## src/sv/calrec_pkg.sv

```systemverilog
// Package for the calibration record checker and builder.
// Holds record constants, status codes, result type and the word-wide CRC-32 step.
// No dependencies.
package calrec_pkg;

  localparam logic [31:0] REC_MAGIC   = 32'hCA1B_F0C1;
  localparam logic [15:0] REC_VERSION = 16'h0001;
  localparam logic [31:0] CRC_POLY    = 32'hEDB8_8320;
  localparam logic [31:0] CRC_INIT    = 32'hFFFF_FFFF;
  localparam logic [31:0] WORD_ONES   = 32'hFFFF_FFFF;

  // Word positions within a record.
  localparam logic [2:0] POS_MAGIC   = 3'd0;
  localparam logic [2:0] POS_VERSION = 3'd1;
  localparam logic [2:0] POS_ANGLE   = 3'd2;
  localparam logic [2:0] POS_POLES   = 3'd3;
  localparam logic [2:0] POS_DIR     = 3'd4;
  localparam logic [2:0] POS_CRC     = 3'd5;

  // Fault flag bit positions.
  localparam int FLAG_EMPTY = 0;
  localparam int FLAG_HDR   = 1;
  localparam int FLAG_POLES = 2;
  localparam int FLAG_DIR   = 3;

  // Request kinds.
  localparam logic REQ_CHECK = 1'b0;
  localparam logic REQ_BUILD = 1'b1;

  // Configuration register index (byte address bit 2).
  typedef enum logic {
    REG_POLES   = 1'b0,
    REG_ENC_DIR = 1'b1
  } cfg_reg_t;

  typedef enum logic [2:0] {
    ST_VALID   = 3'd0,
    ST_EMPTY   = 3'd1,
    ST_BAD_HDR = 3'd2,
    ST_CRC     = 3'd3,
    ST_POLES   = 3'd4,
    ST_DIR     = 3'd5
  } status_t;

  // One result word as it travels to the output register.
  typedef struct packed {
    logic [31:0] word;
    status_t     status;
    logic        last;
  } res_t;

  typedef logic [31:0][31:0] crc_mat_t;

  // Thirty-two bit-serial CRC steps; only used to build the constant matrix.
  function automatic logic [31:0] crc_shift32(input logic [31:0] c);
    logic [31:0] v;
    v = c;
    for (int k = 0; k < 32; k++) begin
      v = v[0] ? ((v >> 1) ^ CRC_POLY) : (v >> 1);
    end
    return v;
  endfunction

  // Row j holds the input bits that feed output bit j after one word step.
  function automatic crc_mat_t crc_matrix();
    crc_mat_t    m;
    logic [31:0] col;
    m = '0;
    for (int i = 0; i < 32; i++) begin
      col = crc_shift32(32'(1) << i);
      for (int j = 0; j < 32; j++) begin
        m[j][i] = col[j];
      end
    end
    return m;
  endfunction

  localparam crc_mat_t CRC_MAT = crc_matrix();

  // One whole-word CRC step as a single XOR network.
  function automatic logic [31:0] crc_step(input logic [31:0] acc, input logic [31:0] w);
    logic [31:0] c;
    logic [31:0] r;
    c = acc ^ w;
    for (int j = 0; j < 32; j++) begin
      r[j] = ^(c & CRC_MAT[j]);
    end
    return r;
  endfunction

  function automatic logic [31:0] dir_word(input logic [1:0] d);
    return {{30{d[1]}}, d};
  endfunction

  function automatic logic [31:0] poles_word(input logic [7:0] p);
    return {24'd0, p};
  endfunction

endpackage

```

## src/sv/calrec_in_if.sv

```systemverilog
// Request channel interface of the calibration record block.
// Carries valid, ready and one request; no dependencies.
interface calrec_in_if;
  logic        valid;
  logic        ready;
  logic        req_type;
  logic [31:0] rec_word;
  logic        first_word;

  modport source(output valid, req_type, rec_word, first_word, input ready);
  modport sink(input valid, req_type, rec_word, first_word, output ready);
endinterface

```

## src/sv/calrec_out_if.sv

```systemverilog
// Result channel interface of the calibration record block.
// Carries valid, ready and one result word; no dependencies.
interface calrec_out_if;
  logic        valid;
  logic        ready;
  logic [31:0] out_word;
  logic [2:0]  status;
  logic        last;

  modport source(output valid, out_word, status, last, input ready);
  modport sink(input valid, out_word, status, last, output ready);
endinterface

```

## src/sv/calrec_cfg.sv

```systemverilog
// APB-style configuration registers: expected pole pairs and encoder direction.
// Depends on calrec_pkg.
module calrec_cfg (
  input  logic        clk,
  input  logic        rst_n,
  input  logic        psel,
  input  logic        penable,
  input  logic        pwrite,
  input  logic [2:0]  paddr,
  input  logic [31:0] pwdata,
  output logic [31:0] prdata,
  output logic        pready,
  output logic [7:0]  pole_cnt,
  output logic [1:0]  enc_dir
);

  logic [7:0] poles_r;
  logic [1:0] dir_r;
  logic       wr_en;
  calrec_pkg::cfg_reg_t sel;

  assign pready = 1'b1;
  assign wr_en  = psel & penable & pwrite;
  assign sel    = calrec_pkg::cfg_reg_t'(paddr[2]);

  // Register writes complete in the access phase.
  always_ff @(posedge clk) begin
    if (!rst_n) begin
      poles_r <= 8'd7;
      dir_r   <= 2'd1;
    end else if (wr_en) begin
      unique case (sel)
        calrec_pkg::REG_POLES:   poles_r <= pwdata[7:0];
        calrec_pkg::REG_ENC_DIR: dir_r   <= pwdata[1:0];
        default: ;
      endcase
    end
  end

  // Read data mux.
  always_comb begin
    unique case (sel)
      calrec_pkg::REG_POLES:   prdata = {24'd0, poles_r};
      calrec_pkg::REG_ENC_DIR: prdata = {30'd0, dir_r};
      default:                 prdata = '0;
    endcase
  end

  assign pole_cnt = poles_r;
  assign enc_dir  = dir_r;

endmodule

```

## src/sv/calrec_check.sv

```systemverilog
// Record check unit: word position, running CRC, fault flags and held angle.
// Depends on calrec_pkg.
module calrec_check (
  input  logic              clk,
  input  logic              rst_n,
  input  logic              step,
  input  logic [31:0]       word,
  input  logic              first,
  input  logic [7:0]        pole_cnt,
  input  logic [1:0]        enc_dir,
  output logic              has_res,
  output calrec_pkg::res_t  res
);

  logic [2:0]  pos_r,   pos_nxt;
  logic [31:0] acc_r,   acc_nxt;
  logic [3:0]  flags_r, flags_nxt;
  logic [31:0] angle_r, angle_nxt;

  logic        restart;
  logic [2:0]  pos_eff;
  logic [31:0] acc_eff;
  logic [3:0]  flags_eff;
  logic [31:0] angle_eff;
  calrec_pkg::status_t st;

  // A flagged first word, an idle position or a bad position starts over.
  assign restart   = first || (pos_r == calrec_pkg::POS_MAGIC) || (pos_r > calrec_pkg::POS_CRC);
  assign pos_eff   = restart ? calrec_pkg::POS_MAGIC : pos_r;
  assign acc_eff   = restart ? calrec_pkg::CRC_INIT : acc_r;
  assign flags_eff = restart ? 4'd0 : flags_r;
  assign angle_eff = restart ? 32'd0 : angle_r;
  assign has_res   = (pos_eff == calrec_pkg::POS_CRC);

  // Status follows the fixed fault priority.
  always_comb begin
    priority if (flags_eff[calrec_pkg::FLAG_EMPTY])  st = calrec_pkg::ST_EMPTY;
    else if (flags_eff[calrec_pkg::FLAG_HDR])        st = calrec_pkg::ST_BAD_HDR;
    else if (~acc_eff != word)                       st = calrec_pkg::ST_CRC;
    else if (flags_eff[calrec_pkg::FLAG_POLES])      st = calrec_pkg::ST_POLES;
    else if (flags_eff[calrec_pkg::FLAG_DIR])        st = calrec_pkg::ST_DIR;
    else                                             st = calrec_pkg::ST_VALID;
  end

  always_comb begin
    res.word   = (st == calrec_pkg::ST_VALID) ? angle_eff : 32'd0;
    res.status = st;
    res.last   = 1'b1;
  end

  // Next state for one accepted check word.
  always_comb begin
    acc_nxt   = acc_eff;
    flags_nxt = flags_eff;
    angle_nxt = angle_eff;
    pos_nxt   = pos_eff + 3'd1;
    if (pos_eff < calrec_pkg::POS_CRC) begin
      acc_nxt = calrec_pkg::crc_step(acc_eff, word);
    end
    unique case (pos_eff)
      calrec_pkg::POS_MAGIC: begin
        if (word == 32'd0 || word == calrec_pkg::WORD_ONES) begin
          flags_nxt[calrec_pkg::FLAG_EMPTY] = 1'b1;
        end
        if (word != calrec_pkg::REC_MAGIC) begin
          flags_nxt[calrec_pkg::FLAG_HDR] = 1'b1;
        end
      end
      calrec_pkg::POS_VERSION: begin
        if (word[15:0] != calrec_pkg::REC_VERSION) begin
          flags_nxt[calrec_pkg::FLAG_HDR] = 1'b1;
        end
      end
      calrec_pkg::POS_ANGLE: angle_nxt = word;
      calrec_pkg::POS_POLES: begin
        if (word != calrec_pkg::poles_word(pole_cnt)) begin
          flags_nxt[calrec_pkg::FLAG_POLES] = 1'b1;
        end
      end
      calrec_pkg::POS_DIR: begin
        if (word != calrec_pkg::dir_word(enc_dir)) begin
          flags_nxt[calrec_pkg::FLAG_DIR] = 1'b1;
        end
      end
      default: begin
        pos_nxt   = calrec_pkg::POS_MAGIC;
        acc_nxt   = calrec_pkg::CRC_INIT;
        flags_nxt = 4'd0;
        angle_nxt = 32'd0;
      end
    endcase
  end

  always_ff @(posedge clk) begin
    if (!rst_n) begin
      pos_r   <= calrec_pkg::POS_MAGIC;
      acc_r   <= calrec_pkg::CRC_INIT;
      flags_r <= 4'd0;
      angle_r <= 32'd0;
    end else if (step) begin
      pos_r   <= pos_nxt;
      acc_r   <= acc_nxt;
      flags_r <= flags_nxt;
      angle_r <= angle_nxt;
    end
  end

endmodule

```

## src/sv/calrec_build.sv

```systemverilog
// Record build sequencer: emits the six record words, folding the CRC as it goes.
// Depends on calrec_pkg.
module calrec_build (
  input  logic              clk,
  input  logic              rst_n,
  input  logic              go,
  input  logic [31:0]       angle,
  input  logic [7:0]        pole_cnt,
  input  logic [1:0]        enc_dir,
  output logic              done,
  output calrec_pkg::res_t  res
);

  logic [2:0]  cnt_r, cnt_nxt;
  logic [31:0] crc_r, crc_nxt;
  logic [31:0] crc_in;
  logic [31:0] word;

  assign crc_in = (cnt_r == calrec_pkg::POS_MAGIC) ? calrec_pkg::CRC_INIT : crc_r;
  assign done   = (cnt_r == calrec_pkg::POS_CRC);

  // Word for the current position.
  always_comb begin
    unique case (cnt_r)
      calrec_pkg::POS_MAGIC:   word = calrec_pkg::REC_MAGIC;
      calrec_pkg::POS_VERSION: word = {16'd0, calrec_pkg::REC_VERSION};
      calrec_pkg::POS_ANGLE:   word = angle;
      calrec_pkg::POS_POLES:   word = calrec_pkg::poles_word(pole_cnt);
      calrec_pkg::POS_DIR:     word = calrec_pkg::dir_word(enc_dir);
      default:                 word = ~crc_in;
    endcase
  end

  always_comb begin
    res.word   = word;
    res.status = calrec_pkg::ST_VALID;
    res.last   = done;
  end

  // Advance one word each time the output takes one.
  always_comb begin
    cnt_nxt = done ? calrec_pkg::POS_MAGIC : cnt_r + 3'd1;
    crc_nxt = calrec_pkg::crc_step(crc_in, word);
  end

  always_ff @(posedge clk) begin
    if (!rst_n) begin
      cnt_r <= calrec_pkg::POS_MAGIC;
    end else if (go) begin
      cnt_r <= cnt_nxt;
    end
  end

  always_ff @(posedge clk) begin
    if (go) begin
      crc_r <= crc_nxt;
    end
  end

endmodule

```

## src/sv/calrec_record_crc_check_placeholder.sv

```systemverilog
// Output holding register between the record units and the result channel.
// Depends on calrec_pkg.
module calrec_outreg (
  input  logic              clk,
  input  logic              rst_n,
  input  logic              load,
  input  calrec_pkg::res_t  res_in,
  input  logic              ready,
  output logic              valid,
  output calrec_pkg::res_t  res_out,
  output logic              free
);

  logic             valid_r, valid_nxt;
  calrec_pkg::res_t res_r;

  assign free = !valid_r || ready;

  always_comb begin
    priority if (load) valid_nxt = 1'b1;
    else if (ready)    valid_nxt = 1'b0;
    else               valid_nxt = valid_r;
  end

  always_ff @(posedge clk) begin
    if (!rst_n) begin
      valid_r <= 1'b0;
    end else begin
      valid_r <= valid_nxt;
    end
  end

  always_ff @(posedge clk) begin
    if (load) begin
      res_r <= res_in;
    end
  end

  assign valid   = valid_r;
  assign res_out = res_r;

endmodule

```

## src/sv/calib_record_crc_check.sv

```systemverilog
// Calibration record checker and builder, top level.
// A request is registered in the input stage, then its result lands in the output register.
// Throughput: one check word per cycle while a record's last word finds the output register free;
// a build request holds the input stage until its six record words pass the single output register.
// Reset (rst_n, synchronous): check restarts at word 0, CRC all ones, registers 7 and 1.
module calib_record_crc_check (
  input  logic        clk,
  input  logic        rst_n,
  calrec_in_if.sink   in_ch,
  calrec_out_if.source out_ch,
  input  logic        psel,
  input  logic        penable,
  input  logic        pwrite,
  input  logic [2:0]  paddr,
  input  logic [31:0] pwdata,
  output logic [31:0] prdata,
  output logic        pready
);

  logic        a_valid_r;
  logic        a_req_r;
  logic [31:0] a_word_r;
  logic        a_first_r;
  logic        a_adv;

  logic [7:0]  pole_cnt;
  logic [1:0]  enc_dir;

  logic             chk_step, chk_has_res;
  logic             bld_go, bld_done;
  logic             out_free, out_load;
  calrec_pkg::res_t chk_res, bld_res, sel_res, o_res;

  calrec_cfg u_cfg (
    .clk        (clk),
    .rst_n      (rst_n),
    .psel       (psel),
    .penable    (penable),
    .pwrite     (pwrite),
    .paddr      (paddr),
    .pwdata     (pwdata),
    .prdata     (prdata),
    .pready     (pready),
    .pole_cnt   (pole_cnt),
    .enc_dir    (enc_dir)
  );

  // Input request register; it moves on once its results are placed.
  assign in_ch.ready = !a_valid_r || a_adv;

  always_ff @(posedge clk) begin
    if (!rst_n) begin
      a_valid_r <= 1'b0;
    end else if (in_ch.ready) begin
      a_valid_r <= in_ch.valid;
    end
  end

  always_ff @(posedge clk) begin
    if (in_ch.ready && in_ch.valid) begin
      a_req_r   <= in_ch.req_type;
      a_word_r  <= in_ch.rec_word;
      a_first_r <= in_ch.first_word;
    end
  end

  // Check words without a result always move; others wait for the output slot.
  always_comb begin
    if (a_req_r == calrec_pkg::REQ_BUILD) begin
      a_adv = a_valid_r && out_free && bld_done;
    end else begin
      a_adv = a_valid_r && (!chk_has_res || out_free);
    end
  end

  assign chk_step = a_valid_r && (a_req_r == calrec_pkg::REQ_CHECK) && a_adv;
  assign bld_go   = a_valid_r && (a_req_r == calrec_pkg::REQ_BUILD) && out_free;
  assign out_load = (chk_step && chk_has_res) || bld_go;
  assign sel_res  = (a_req_r == calrec_pkg::REQ_BUILD) ? bld_res : chk_res;

  calrec_check u_check (
    .clk        (clk),
    .rst_n      (rst_n),
    .step       (chk_step),
    .word       (a_word_r),
    .first      (a_first_r),
    .pole_cnt   (pole_cnt),
    .enc_dir    (enc_dir),
    .has_res    (chk_has_res),
    .res        (chk_res)
  );

  calrec_build u_build (
    .clk        (clk),
    .rst_n      (rst_n),
    .go         (bld_go),
    .angle      (a_word_r),
    .pole_cnt   (pole_cnt),
    .enc_dir    (enc_dir),
    .done       (bld_done),
    .res        (bld_res)
  );

  calrec_outreg u_outreg (
    .clk     (clk),
    .rst_n   (rst_n),
    .load    (out_load),
    .res_in  (sel_res),
    .ready   (out_ch.ready),
    .valid   (out_ch.valid),
    .res_out (o_res),
    .free    (out_free)
  );

  assign out_ch.out_word = o_res.word;
  assign out_ch.status   = o_res.status;
  assign out_ch.last     = o_res.last;

  // A failed check never reports an angle.
  a_fail_no_angle: assert property (@(posedge clk) disable iff (!rst_n)
    out_ch.valid && (out_ch.status != calrec_pkg::ST_VALID) |-> out_ch.out_word == 32'd0)
    else $error("failed check carries a nonzero angle word");

  // Only build words come out without last, and they always carry valid status.
  a_mid_valid: assert property (@(posedge clk) disable iff (!rst_n)
    out_ch.valid && !out_ch.last |-> out_ch.status == calrec_pkg::ST_VALID)
    else $error("intermediate result with a fault status");

  // A held request is not overwritten.
  a_hold_req: assert property (@(posedge clk) disable iff (!rst_n)
    a_valid_r && !a_adv |=> a_valid_r && $stable(a_word_r) && $stable(a_req_r))
    else $error("input stage changed while its request was pending");

endmodule

```

## src/flat_wrapper.sv

```systemverilog
// flat-port wrapper written by rule: the top's interface ports become plain ports
module calib_record_crc_check_flat 
  (clk, rst_n, psel, penable, pwrite, paddr, pwdata, prdata, pready, in_ch_valid, in_ch_req_type, in_ch_rec_word, in_ch_first_word, in_ch_ready, out_ch_valid, out_ch_out_word, out_ch_status, out_ch_last, out_ch_ready);
  calrec_in_if in_ch_i ();
  calrec_out_if out_ch_i ();
  input  logic clk;
  input  logic rst_n;
  input  logic psel;
  input  logic penable;
  input  logic pwrite;
  input  logic [2:0] paddr;
  input  logic [31:0] pwdata;
  output logic [31:0] prdata;
  output logic pready;
  input wire logic [$bits(in_ch_i.valid)-1:0] in_ch_valid;
  input wire logic [$bits(in_ch_i.req_type)-1:0] in_ch_req_type;
  input wire logic [$bits(in_ch_i.rec_word)-1:0] in_ch_rec_word;
  input wire logic [$bits(in_ch_i.first_word)-1:0] in_ch_first_word;
  output wire logic [$bits(in_ch_i.ready)-1:0] in_ch_ready;
  output wire logic [$bits(out_ch_i.valid)-1:0] out_ch_valid;
  output wire logic [$bits(out_ch_i.out_word)-1:0] out_ch_out_word;
  output wire logic [$bits(out_ch_i.status)-1:0] out_ch_status;
  output wire logic [$bits(out_ch_i.last)-1:0] out_ch_last;
  input wire logic [$bits(out_ch_i.ready)-1:0] out_ch_ready;
  assign in_ch_i.valid = in_ch_valid;
  assign in_ch_i.req_type = in_ch_req_type;
  assign in_ch_i.rec_word = in_ch_rec_word;
  assign in_ch_i.first_word = in_ch_first_word;
  assign in_ch_ready = in_ch_i.ready;
  assign out_ch_valid = out_ch_i.valid;
  assign out_ch_out_word = out_ch_i.out_word;
  assign out_ch_status = out_ch_i.status;
  assign out_ch_last = out_ch_i.last;
  assign out_ch_i.ready = out_ch_ready;
  calib_record_crc_check u_core (.clk(clk), .rst_n(rst_n), .in_ch(in_ch_i), .out_ch(out_ch_i), .psel(psel), .penable(penable), .pwrite(pwrite), .paddr(paddr), .pwdata(pwdata), .prdata(prdata), .pready(pready));
endmodule
```

## config.mk

```make
export PLATFORM = sky130hd
export DESIGN_NAME = calib_record_crc_check_flat
export DESIGN_NICKNAME = d
export VERILOG_FILES = /design/src/sv/calrec_pkg.sv /design/src/sv/calrec_in_if.sv /design/src/sv/calrec_out_if.sv /design/src/sv/calrec_cfg.sv /design/src/sv/calrec_check.sv /design/src/sv/calrec_build.sv /design/src/sv/calrec_record_crc_check_placeholder.sv /design/src/sv/calib_record_crc_check.sv /design/src/flat_wrapper.sv
export SDC_FILE = /design/constraint.sdc
export NUM_CORES = 1
export LEC_CHECK = 0
export BUFFER_PORTS_ARGS = -buffer_cell sky130_fd_sc_hd__buf_2
export CAP_MARGIN = 20
export CORE_MARGIN = 2
export CORE_UTILIZATION = 40
export DETAILED_ROUTE_END_ITERATION = 12
export GPL_TIMING_DRIVEN = 0
export MAX_ROUTING_LAYER = met4
export PLACE_DENSITY = 0.68
export SYNTH_ARGS = -nofsm -noshare
export SYNTH_HDL_FRONTEND = slang
export SYNTH_SLANG_ARGS = --single-unit
```

## constraint.sdc

```tcl
create_clock -name clk -period 3.96 [get_ports clk]
set_input_delay 0.594 -clock clk [delete_from_list [all_inputs] [get_ports clk]]
set_output_delay 0.594 -clock clk [all_outputs]
set_load 0.005 [all_outputs]
```

Yosys cells after proc, flatten, opt, wreduce, memory -nomap -nowiden
Index checks and enable logic that the tools add are counted.
W data, S select, Z words.

word-level totals
  bits in registers = 188
  input bits = 76
  output and inout port bits = 71
  logic and storage cells = 172

cells by class
  add/subtract/negate cells = 2
  magnitude comparators = 2
  eq/ne operators = 16
  multiplexer cells = 31
  bitwise logic cells = 8
  reduce and logical (&&, ||, !) cells = 97

operators by type and width
  kind                    count
  $reduce_xor A32 Y1      64
  $mux W32                6
  $pmux W32 S5            1
  $pmux W32 S2            2
  $ne A32 B32 Y1          2
  $not A32 Y32            2
  $xor A32 B32 Y32        2
  $mux W36                1
  $eq A32 B32 Y1 const B  1
  $logic_not A32 Y1       1
  $ne A32 B32 Y1 const B  1
  $ne A32 B8 Y1           1
  $mux W3                 8
  $ne A16 B1 Y1 const B   1
  $reduce_or A4 Y1        4
  $eq A3 B2 Y1 const B    4
  $eq A3 B3 Y1 const B    4
  $logic_not A3 Y1        4
  $logic_and A1 B1 Y1     9
  $mux W1                 8
  $logic_or A1 B1 Y1      7
  $add A3 B1 Y3 const B   2
  $eq A3 B1 Y1 const B    2
  $pmux W1 S2             3
  11 further kinds        16

Depth between registers and ports, before layout
Gate-level depths: netlist (run 1).

  depth in word-level cells = 13
  depth in mapped cells = 18
  gate-level depth less buffers = 12

Cells and area by module
Synthesis (run 1) repeated with hierarchy kept, for this count alone.

second synthesis, totals
  cells, all modules = 1,776
  area total of the unflattened synthesis = 17,023.8 um^2

modules (own cells, without submodules)
  module                  times used  cells each  area an instance (um^2)  seq. area each (um^2)
  calrec_build            1           845         7,018.0                  1,021.0
  calrec_check            1           724         6,600.1                  1,421.4
  calib_record_crc_check  1           87          1,567.8                  1,041.0
  calrec_outreg           1           40          1,129.8                  1,101.1
  calrec_cfg              1           80          708.2                    200.2

Least setup slack after synthesis (run 1)
No wires, ideal clock.

  kind = flip-flop to flip-flop
  start = register u_core.u_check.pos_r[0]
  end = register u_core.u_outreg.res_r (netlist bit u_core.u_outreg.res_out[0]), enable pin
  setup time = 0.429 ns
  arrival time = 3.437 ns
  required time = 3.531 ns
  slack = 0.093 ns
  stages on the path, launching flop included = 10
  path buffers = 2
  clock period less this slack = 3.867 ns
  cell sequence = dfxtp_1 nor3_2 buf_2 buf_1 nor2_1 nand2_1 ha_1 a21o_1 nand2_1 nor2_1

between the ends
  longest elaborated chain between the ends = 12
  elaborated cells between the ends (all ways) = 13
  those cells by class = order compare: 1; eq/ne: 1; mux: 2; reduce/logical: 9

ends and longest elaborated chain
  item                                                  RTL line                                   RTL
  from (decl)                                           calrec_check.sv:15                         logic [2:0] pos_r, pos_nxt;
  from (signal assigned)                                calrec_check.sv:96                         pos_r <= calrec_pkg::POS_MAGIC;
  from (signal assigned)                                calrec_check.sv:101                        pos_r <= pos_nxt;
  branches (longest 3 deep; another with $gt A3 B3 Y1)  n/a
  $mux W3 *                                             calrec_check.sv:29                         assign pos_eff = restart ? calrec_pkg::POS_MAGIC : pos_r;
  $eq A3 B3 Y1 *                                        calrec_check.sv:33                         assign has_res = (pos_eff == calrec_pkg::POS_CRC);
  $logic_not A1 Y1                                      calib_record_crc_check.sv:72               a_adv = a_valid_r && (!chk_has_res || out_free);
  $logic_or A1 B1 Y1                                    calib_record_crc_check.sv:72
  $logic_and A1 B1 Y1                                   calib_record_crc_check.sv:72
  $mux W1                                               calib_record_crc_check.sv:69               if (a_req_r == calrec_pkg::REQ_BUILD) begin
  $logic_and A1 B1 Y1                                   calib_record_crc_check.sv:76               assign chk_step = a_valid_r && (a_req_r == calrec_pkg::REQ_CHECK) && a_adv;
  $logic_and A1 B1 Y1 *                                 calib_record_crc_check.sv:78               assign out_load = (chk_step && chk_has_res) || bld_go;
  $logic_or A1 B1 Y1 *                                  calib_record_crc_check.sv:78
  named net u_core.out_load                             calib_record_crc_check.sv:31               logic out_free, out_load;
  to (signal assigned)                                  calrec_record_crc_check_placeholder.sv:35  res_r <= res_in;
  to (decl)                                             calrec_record_crc_check_placeholder.sv:15  calrec_pkg::res_t res_r;

Mark *: on every way through the listed nets, which the timed path passes.
A chain may end at the register's enable or synchronous reset.

Worst setup path after layout (run 1)
  start = register u_core.u_build.cnt_r[1]
  end = register u_core.u_build.crc_r[30], data pin

between the ends
  longest elaborated chain between the ends = 6
  elaborated cells between the ends (all ways) = 10
  those cells by class = eq/ne: 4; mux: 2; bitwise: 2; reduce/logical: 2

ends and longest elaborated chain
  item                                  RTL line                                RTL
  from (decl)                           calrec_build.sv:14                      logic [2:0] cnt_r, cnt_nxt;
  from (signal assigned)                calrec_build.sv:48                      cnt_r <= calrec_pkg::POS_MAGIC;
  from (signal assigned)                calrec_build.sv:50                      cnt_r <= cnt_nxt;
  $logic_not A3 Y1                      calrec_build.sv:19, calrec_build.sv:24
  $mux W32                              calrec_build.sv:19                      assign crc_in = (cnt_r == calrec_pkg::POS_MAGIC) ? calrec_pkg::CRC_INIT : crc_r;
  $not A32 Y32                          calrec_build.sv:30                      default: word = ~crc_in;
  $pmux W32 S5                          calrec_build.sv:24                      unique case (cnt_r)
  $xor A32 B32 Y32 *                    calrec_pkg.sv:84                        c = acc ^ w;
  $reduce_xor A32 Y1 *                  calrec_pkg.sv:86                        r[j] = ^(c & CRC_MAT[j]);
  named net u_core.u_build.crc_nxt[30]  calrec_build.sv:15                      logic [31:0] crc_r, crc_nxt;
  to (signal assigned)                  calrec_build.sv:56                      crc_r <= crc_nxt;
  to (decl)                             calrec_build.sv:15

The timed path passes the listed nets; every way through them passes the cells marked *.

==> run_results.csv, run 1 <==
group,metric,value,unit
status,outcome,"complete, no violations",
placement,io_buffers,94,
critical_path,reg2reg_setup_slack,0.09,ns
sta,slew_headroom,26.99,%
final_layout,multi_input_area,10690,µm²
yosys,synth.avg_cell_area,9.427,µm²
sta,hold_violations,0,
die,die_area,40330,µm²
critical_path,path_cells,"buf_4 > nor3_4 > buf_2 > buf_2 > buf_2 > buf_2 > nor2_1 > o31ai_2 > xor2_1 > xnor2_1 > xnor3_1",
routing,viasPerCell,5.710,
clocking,cts_tree,"done",
critical_path,crit_type,"register to register",
global_routing,grt_pass1_wl,86440,µm
routing,route.detailed.drc,0,
flow_run,drv_cap,0,
final_layout,finalNetCount,1905,
yosys,synth.top_cell.area_share,20.35,%
clocking,htreeDepth,4,
clocking,clk-insertion-delay-late,0.46,ns
critical_path,critPathMaxFanout,10,
sta,min_period_over_period,97.71,%
power_and_ir_drop,ir_drop,366.0,µV
die,fp.coreArea,38470,µm²
sta,skew,0.01709,ns
clocking,clock_path_buffers,2,
power_and_ir_drop,total_power,8.339,mW
hold_path,hold_path_class,"primary input to register",
clocking,clkTransAtPathRegs,0.07,ns
final_layout,final_layout_size_suffix_gt1_share,19.62,%
sta,tns,0,ns
power_and_ir_drop,p_per_area,455.8,nW/µm²
yosys,yosysTopAreaCell,"xnor2_1",
critical_path,crit_path_top_delay_cell,"o31ai_2",
sta,worstMarginPinSlew,1.095,ns
routing,ant_nets,0,
routing,dr.pass1.iters,6,
global_routing,track_usage,30.35,%
routing,drt_iter0_drc,1549,
yosys,yosysUniqueCellTypes,104,
sta,maxSlewViolCount,0,
critical_path,crit_top_cell,"buf_2",
sta,period_minus_slack,3.869,ns
clocking,numCtsBuffers,17,
yosys,synthFlopType,"edfxtp_1",
routing,vias,13360,
die,chipHeight,200.8,µm
routing,wl,59860,µm
routing,routedWlPerCell,25.58,µm
placement,place_congestion,1.066,
clocking,clk_root_buffer_cell,"clkbuf_16",
yosys,synth_area,15500,µm²
final_layout,n_fill_cell,3685,
yosys,synth_area_leaders,"xnor2_1 (20%), edfxtp_1 (20%), dfxtp_1 (11%)",
placement,dp_hpwl,46260,µm
power_and_ir_drop,leakagePower,6.563,nW
yosys,yosys-top-cells-count,"xnor2_1 (360), xor2_1 (121), nor2_1 (111)",
die,dieWidth,200.8,µm
critical_path,startpoint_type,"register",
yosys,synth_edf_count,102,
global_routing,grt_overflow,0,
yosys,ys_ff_latch,188,
final_layout,regArea,4786,µm²
yosys,async_reset_ff_share,0,%
final_layout,area.growth.synth_to_final,18.06,%
clocking,cts_sinks,188,
die,rows,72,
clocking,hold_buffers,0,
yosys,ys_seq_area_share,30.87,%
critical_path,slowest_delay,0.44,ns
critical_path,cp.required,4.17,ns
critical_path,cp.arrival,4.08,ns
yosys,yosys.cell_count.top_type,"xnor2_1",
critical_path,end_kind,"register",
final_layout,final_util,47.56,%
yosys,ys_warn_count,0,
global_routing,grt_pass1_vias,12720,
global_routing,grt_max_degree,37,
die,ios,147,
sta,fmax,258.5,MHz
die,start_util,40.29,%
sta,setup_viol,0,
global_routing,antenna_found_initial,2,
yosys,synthCells,1644,
## cells in the final DEF, fill, tap and decap left out, types with 7 or more instances in the layout
cell,instances
a211o_1,8
a21boi_0,9
a21oi_1,35
a22o_1,22
a22oi_1,44
buf_2,104
buf_4,64
clkbuf_1,63
clkbuf_16,17
clkbuf_2,12
clkbuf_4,7
conb_1,25
dfxtp_1,85
edfxtp_1,102
ha_1,20
inv_1,15
mux2_2,8
mux2i_1,11
nand2_1,98
nand2b_1,9
nand3_1,26
nand3b_1,8
nand4_1,15
nor2_1,108
nor2b_1,53
nor3_1,46
nor4_1,11
o211ai_1,15
o21ai_0,51
o22ai_1,12
xnor2_1,330
xnor2_2,33
xnor3_1,24
xor2_1,112
## metrics by stage
step | std cells | setup WS (ns) | hold slack (ns) | area (µm²)
floorplan | 1667 | 0.09339 | 0.4422 | 15580
global placement | 2279 | -1.889 | 0.4751 | 16700
detailed placement | 2280 | -1.833 | 0.4848 | 16730
CTS | 2330 | 0.009738 | 0.2944 | 18010
global route | 2340 | -0.02258 | 0.2935 | 18300
finish | 2340 | 0.09086 | 0.3063 | 18300
## cell families (layout without fill, tap and decap cells)
kind of cell,count (synthesis),after routing,synth area share [%]
DFF,188,188,30.87
other,2,27,0.04846
buffers and inverters,159,312,4.965
muxes,31,31,2.172
adders and majority gates,24,24,1.913
and+or+nand+nor,425,425,13.81
AOI/OAI and AO/OA,303,303,14.67
xor gates and xnor gates,512,512,31.55
## layer usage
metal | share of wire (%) | vias up | global-route usage [%]
met1 | 41 | 6465 | 38.70
met2 | 46 | 726 | 47.36
met4 | 4.5 | 0 | 13.41
met5 | 0 | - | -
met3 | 8.5 | 151 | 5.260
li1 | - | 6020 | -
## sequential cells by signal, summed over array words and instances, names as in the netlist
name                     flops
u_core.u_check.acc_r        32
u_core.u_cfg.enc_dir         2
u_core.u_build.crc_r        32
u_core.a_first_r             1
u_core.u_cfg.pole_cnt        8
u_core.u_outreg.res_out     36
u_core.a_req_r               1
u_core.u_check.flags_r       4
u_core.a_valid_r             1
u_core.u_build.cnt_r         3
u_core.u_outreg.valid        1
u_core.u_check.angle_r      32
u_core.a_word_r             32
u_core.u_check.pos_r         3
## cell type report
class,instances,share of cell area [%]
Multi-Input combinational cell,1320,58.42
Sequential cell,188,26.16
Timing Repair Buffer,126,4.158
Buffer,138,4.110
Tap cell,518,3.542
Clock buffer,17,2.325
Clock inverter,15,0.9369
Inverter,16,0.3282
Antenna cell,2,0.02735
## final timing paths
kind,to,from,cells after the start
setup / recovery,u_core.u_build.crc_r[30]$_DFFE_PP_,u_core.u_build.cnt_r[1]$_SDFFE_PN0P_,11
hold reg to reg,u_core.u_check.acc_r[12]$_SDFFE_PN1N_,u_core.u_check.acc_r[12]$_SDFFE_PN1N_,2
setup reg to reg,u_core.u_build.crc_r[30]$_DFFE_PP_,u_core.u_build.cnt_r[1]$_SDFFE_PN0P_,11
hold / removal,u_core.a_word_r[9]$_DFFE_PP_,in_ch_rec_word[9],1
## power breakdown
part	leakage, nW	internal, mW	switching [mW]
clock	0.291	0.993	0.817
combinational	4.61	1.87	2.09
sequential	1.67	2.37	0.200
total	6.56	5.23	3.11
## critical path: cells and delay by family (launching register included)
family	cells	cell delay, ns
buf+inv	5	1.47
xor+xnor	3	0.84
simple gates	2	0.54
compound gates	1	0.44
flops	1	0.31
## repair_timing
action | in CTS | in global routing
endpoints found under the setup margin | 164 | 115
pin swaps | 17 | 9
gates resized for setup | 96 | 46
buffers inserted | 21 | 10
No activity file was read; power rests on OpenSTA's default activity.
==> run 2: changes to the inputs <==
- PLACE_DENSITY: 0.68 -> 0.66
- clock period: 3.96 -> 4.9 ns (I/O delays scaled with it)
==> run_results.csv, run 2 (synthesis results as in run 1) <==
group,metric,value,unit
critical_path,critPathMaxFanout,10,
placement,dpl_worst_slack,-1.017,ns
critical_path,startpoint_type,"register",
placement,dp_hpwl,48000,µm
clocking,clk-insertion-delay-late,0.48,ns
hold_path,hold_path_class,"primary input to register",
status,violations,"negative setup slack",
global_routing,antenna_found_initial,3,
global_routing,grt_pass1_vias,12690,
global_routing,grt_pass1_wl,88670,µm
sta,skew,0.01809,ns
power_and_ir_drop,ir_drop,249.9,µV
critical_path,slowest_delay,0.72,ns
critical_path,cp.arrival,5.11,ns
die,die_area,40330,µm²
clocking,cts_tree,"done",
die,rows,72,
clocking,clock_path_buffers,2,
routing,viasPerCell,5.763,
status,outcome,"complete, but fails checks",
final_layout,area.growth.synth_to_final,12.52,%
routing,route.detailed.drc,0,
critical_path,end_kind,"register",
routing,wl,62140,µm
placement,io_buffers,94,
die,chipHeight,200.8,µm
global_routing,grt_max_degree,37,
sta,maxSlewViolCount,0,
clocking,hold_buffers,0,
die,ios,147,
sta,period_minus_slack,4.929,ns
sta,min_period_over_period,100.6,%
critical_path,critPathTopFamily,"simple AND/OR/NAND/NOR gates",
final_layout,postLayoutCellArea,17440,µm²
final_layout,finalNetCount,1880,
die,dieWidth,200.8,µm
clocking,cts_sinks,188,
power_and_ir_drop,p_per_area,380.8,nW/µm²
routing,drt_iter0_drc,1719,
die,fp.coreArea,38470,µm²
die,start_util,40.29,%
sta,worstMarginPinSlew,1.185,ns
final_layout,final_layout_size_suffix_gt1_share,14.26,%
final_layout,largest_reg_flops,36,
clocking,numCtsBuffers,17,
flow_run,drv_cap,0,
routing,routedWlPerCell,26.83,µm
placement,place_congestion,1.023,
placement,place_area,16740,µm²
global_routing,track_usage,31.41,%
critical_path,crit_type,"register to register",
final_layout,final_cell_count_no_fill,2316,
critical_path,crit_path_top_delay_cell,"xnor2_1",
sta,fmax,202.9,MHz
sta,hold_ws,0.4312,ns
final_layout,final_common_cell,"xnor2_1",
final_layout,n_fill_cell,3773,
routing,dr.pass1.iters,6,
critical_path,path_cells,"a21o_1 > clkbuf_1 > nor3_1 > xnor2_1 > ha_1 > nand4_1 > nor4_4 > buf_4 > nand3_1 > nor3_2 > clkbuf_2 > nand2_1 > o21ai_0",
clocking,clk_root_buffer_cell,"clkbuf_16",
clocking,clkTransAtPathRegs,0.08,ns
routing,ant_nets,0,
global_routing,grt_overflow,0,
power_and_ir_drop,total_power,6.640,mW
placement,placedCellCount,2281,
critical_path,cp.required,5.09,ns
sta,setup_viol,2,
final_layout,final_cell_mix,"xnor2_1 (357), xor2_1 (121), buf_2 (113)",
routing,vias,13350,
sta,slew_headroom,20.18,%
sta,hold_violations,0,
power_and_ir_drop,leakagePower,6.190,nW
sta,setup_ws,-0.02874,ns
critical_path,worst-path-buf-inv,3,
critical_path,reg2reg_setup_slack,-0.03,ns
clocking,htreeDepth,4,
==> run 2: cell types whose count changed in the layout (fill, tap and decap cells not counted), moves of 9 or more <==
cell	before	now
clkbuf_1	63	79
buf_4	64	33
xnor2_2	33	6
clkbuf_2	12	2
xor2_1	112	121
buf_2	104	113
xnor2_1	330	357
==> run 2: final timing paths <==
check                                        start                                     to  cells after the start
max           u_core.u_check.pos_r[2]$_SDFFE_PN0N_  u_core.u_outreg.res_out[24]$_DFFE_PP_                     13
min                              in_ch_rec_word[3]           u_core.a_word_r[3]$_DFFE_PP_                      1
max reg2reg   u_core.u_check.pos_r[2]$_SDFFE_PN0N_  u_core.u_outreg.res_out[24]$_DFFE_PP_                     13
min reg2reg  u_core.u_check.acc_r[10]$_SDFFE_PN1N_  u_core.u_check.acc_r[10]$_SDFFE_PN1N_                      1
==> run 2: cell type report <==
class                           count  area (µm²)  area share (%)
Clock inverter                     13       138.9          0.7964
Tap cell                          518       648.1           3.717
Timing Repair Buffer               97       509.2           2.920
Sequential cell                   188        4785           27.44
Inverter                           16       60.06          0.3444
Multi-Input combinational cell   1320       10120           58.05
Antenna cell                        3       7.507         0.04305
Clock buffer                       19       454.2           2.605
Buffer                            142       713.2           4.090
==> run 2: per-layer routing <==
layer  share of wire [%]  GRT usage [%]
met1                  43          42.40
met2                  43          45.14
met3                  11          8.344
met4                 3.2          11.24
met5                   0              -
==> run 2: timing repair <==
action	CTS	global route
pin swaps	0	1
gates resized for setup	7	13
endpoints found under the setup margin	36	55
setup buffers	0	1
==> run 2: through the flow <==
stage	utilization [%]	TNS, ns
final	45.33	-0.03314
after global placement	43.42	-40.94
after CTS	45.14	0
after global routing	45.33	-0.01927
after floorplan	-	0
after detailed placement	43.52	-20.84
==> run 2: report_power, final <==
group	internal (mW)	switching [mW]	leakage, nW
Combinational	1.41	1.69	4.23
Sequential	1.92	0.164	1.67
Clock	0.711	0.754	0.290
Total	4.03	2.61	6.19
==> run 3: changes to the inputs <==
- CORE_UTILIZATION: 40 -> 50
- PLACE_DENSITY: 0.66 -> 0.77
- RECOVER_POWER: unset -> 100
==> run_results.csv, run 3 (synthesis results as in run 1) <==
group,metric,value,unit
status,outcome,"complete, but fails checks",
status,violations,"max-capacitance violations, max-slew violations, negative setup slack",
placement,io_buffers,94,
clocking,clk_root_buffer_cell,"clkbuf_16",
sta,setup_viol,2,
clocking,clkTransAtPathRegs,0.08,ns
die,rows,64,
routing,ant_nets,0,
critical_path,slowest_delay,0.86,ns
power_and_ir_drop,ir_drop,295.6,µV
power_and_ir_drop,power_switching,2.525,mW
sta,grt_setup_unrepaired,"yes",
sta,maxSlewViolCount,74,
clocking,numCtsBuffers,17,
final_layout,finalNetCount,1885,
routing,viasPerCell,6.160,
final_layout,final_common_cell,"xnor2_1",
global_routing,antenna_found_initial,2,
critical_path,critPathTopFamily,"buffers and inverters",
sta,worstMarginPinSlew,1.756,ns
sta,period_minus_slack,4.992,ns
die,die_area,32420,µm²
routing,vias,13540,
die,dieWidth,180.1,µm
sta,hold_ws,0.4438,ns
final_layout,final_layout_size_suffix_gt1_share,12.72,%
flow_run,drv_cap,2,
sta,hold_violations,0,
clocking,clk-insertion-delay-late,0.47,ns
power_and_ir_drop,p_clk_share,21.8,%
critical_path,r2r_cells,15,
routing,routedWlPerCell,28.49,µm
power_and_ir_drop,combPwrFrac,46.8,%
routing,drt_iter0_drc,1744,
critical_path,reg2reg_to,"u_core.u_outreg.res_out[9]$_DFFE_PP_",
final_layout,area.growth.synth_to_final,11.39,%
sta,fmax,200.3,MHz
final_layout,final_cell_mix,"xnor2_1 (358), xor2_1 (119), clkbuf_1 (112)",
clocking,htreeDepth,4,
die,start_util,50.66,%
power_and_ir_drop,leakagePower,6.086,nW
hold_path,hold_start,"in_ch_rec_word[3]",
final_layout,n_fill_cell,2785,
sta,slew_headroom,-17.20,%
critical_path,worst-path-buf-inv,11,
global_routing,grt_pass1_wl,89710,µm
clocking,hold_buffers,0,
global_routing,grt_pass1_vias,12870,
final_layout,largest_reg_flops,36,
sta,min_period_over_period,101.9,%
critical_path,critPathMaxFanout,10,
critical_path,reg2reg_setup_slack,-0.09,ns
die,fp.coreArea,30590,µm²
sta,tns,-0.1220,ns
routing,dr.pass1.iters,9,
die,ios,147,
hold_path,whs_path_depth,1,
routing,wl,62610,µm
placement,dp_hpwl,49230,µm
critical_path,cp.arrival,5.32,ns
power_and_ir_drop,total_power,6.587,mW
power_and_ir_drop,p_sw_share,38.34,%
critical_path,startpoint_type,"register",
clocking,clock_path_buffers,2,
critical_path,crit_type,"register to register",
global_routing,grt_overflow,0,
power_and_ir_drop,internal-power,4.062,mW
global_routing,grt_max_degree,37,
hold_path,hold_path_class,"primary input to register",
critical_path,cp.required,5.23,ns
die,chipHeight,180.1,µm
sta,skew,0.01964,ns
critical_path,crit_path_top_delay_cell,"o21ai_0",
global_routing,track_usage,39.23,%
clocking,cts_tree,"done",
placement,place_congestion,1.054,
routing,route.detailed.drc,0,
critical_path,path_cells,"buf_6 > buf_4 > buf_4 > buf_2 > inv_1 > ha_1 > inv_1 > clkbuf_1 > nand2_1 > buf_2 > clkbuf_4 > clkbuf_2 > clkbuf_2 > o21ai_0 > a22o_1",
critical_path,end_kind,"register",
power_and_ir_drop,seq_power_share,31.4,%
power_and_ir_drop,p_per_area,381.6,nW/µm²
hold_path,hold_end,"u_core.a_word_r[3]$_DFFE_PP_",
clocking,cts_sinks,188,
critical_path,reg2reg_from,"u_core.u_build.cnt_r[2]$_SDFFE_PN0P_",
sta,setup_ws,-0.09201,ns
## run 3: changes by cell type in the layout (fill, tap and decap cells not counted), moves of 4 or more
cell / before / now
buf_2: 113 / 78
clkbuf_1: 79 / 112
clkbuf_2: 2 / 8
buf_4: 33 / 37
## run 3: final cells by class
cell class	instances	area, µm²	area share (%)
clock inverters	12	128.9	0.7465
clock buffers	20	446.7	2.588
diodes	2	5.005	0.02899
repair buffers	102	494.2	2.863
multi-input cells	1320	10130	58.69
flip-flops and latches	188	4785	27.72
plain buffers	142	716.9	4.153
inverters	16	60.06	0.3479
well taps	396	495.5	2.870
## run 3: worst register-to-register path: cells and delay by family, from the launching register on
kind | cells | cell delay (ns)
buffers and inverters | 11 | 2.78
AO/OA/AOI/OAI | 2 | 1.13
flip-flops | 1 | 0.34
adder cells (fa/ha/maj) | 1 | 0.32
AND/OR/NAND/NOR | 1 | 0.26
## run 3: what timing repair did
| action | CTS | global route |
|---|---|---|
| setup endpoints to repair | 35 | 61 |
| pin swaps | 0 | 1 |
| resized for setup | 7 | 19 |
| buffers inserted | 0 | 4 |
## run 3: how the worst max path moves through the flow
stage | from | to | slack [ns] | cells past startpoint
floorplan | u_core.u_check.pos_r[0]$_SDFFE_PN0N_ | u_core.u_outreg.res_out[0]$_SDFFCE_PN1P_ | 1.03 | 9
global placement | u_core.u_check.pos_r[0]$_SDFFE_PN0N_ | u_core.u_outreg.res_out[24]$_DFFE_PP_ | -1.10 | 15
detailed placement | u_core.u_check.pos_r[0]$_SDFFE_PN0N_ | u_core.u_outreg.res_out[24]$_DFFE_PP_ | -0.51 | 16
CTS | u_core.u_build.cnt_r[2]$_SDFFE_PN0P_ | u_core.u_build.crc_r[29]$_DFFE_PP_ | 0.02 | 14
global route | u_core.u_build.cnt_r[2]$_SDFFE_PN0P_ | u_core.u_outreg.res_out[9]$_DFFE_PP_ | -0.04 | 15
finish | u_core.u_build.cnt_r[2]$_SDFFE_PN0P_ | u_core.u_outreg.res_out[9]$_DFFE_PP_ | -0.09 | 15
## run 3: layer usage
metal | vias to the layer above | part of all wire (%) | track usage [%]
li1 | 6000 | - | -
met2 | 816 | 46 | 60.93
met1 | 6518 | 38 | 47.03
met4 | 0 | 6.6 | 22.48
met3 | 205 | 9.5 | 8.872
met5 | - | 0 | -
## run 3: power by group through the flow
stage | Clock [mW] | Sequential [mW] | Combinational [mW]
after floorplan | 0 | 2.03 | 2.30
after global placement | 0 | 2.09 | 2.99
after detailed placement | 0 | 2.09 | 3.00
after CTS | 1.43 | 2.06 | 3.03
after global routing | 1.49 | 2.08 | 3.27
final | 1.43 | 2.07 | 3.08
## run 3: stage by stage
step           instances  util (%)  setup slack (ns)  area [µm²]
6_report            2198     56.43          -0.09201       17260
5_1_grt             2198     56.43          -0.03842       17260
4_1_cts             2192     56.14           0.02225       17170
3_5_place_dp        2160     54.19           -0.5130       16580
3_3_place_gp        2157     54.10            -1.100       16550
2_1_floorplan       1667         -             1.033       15580
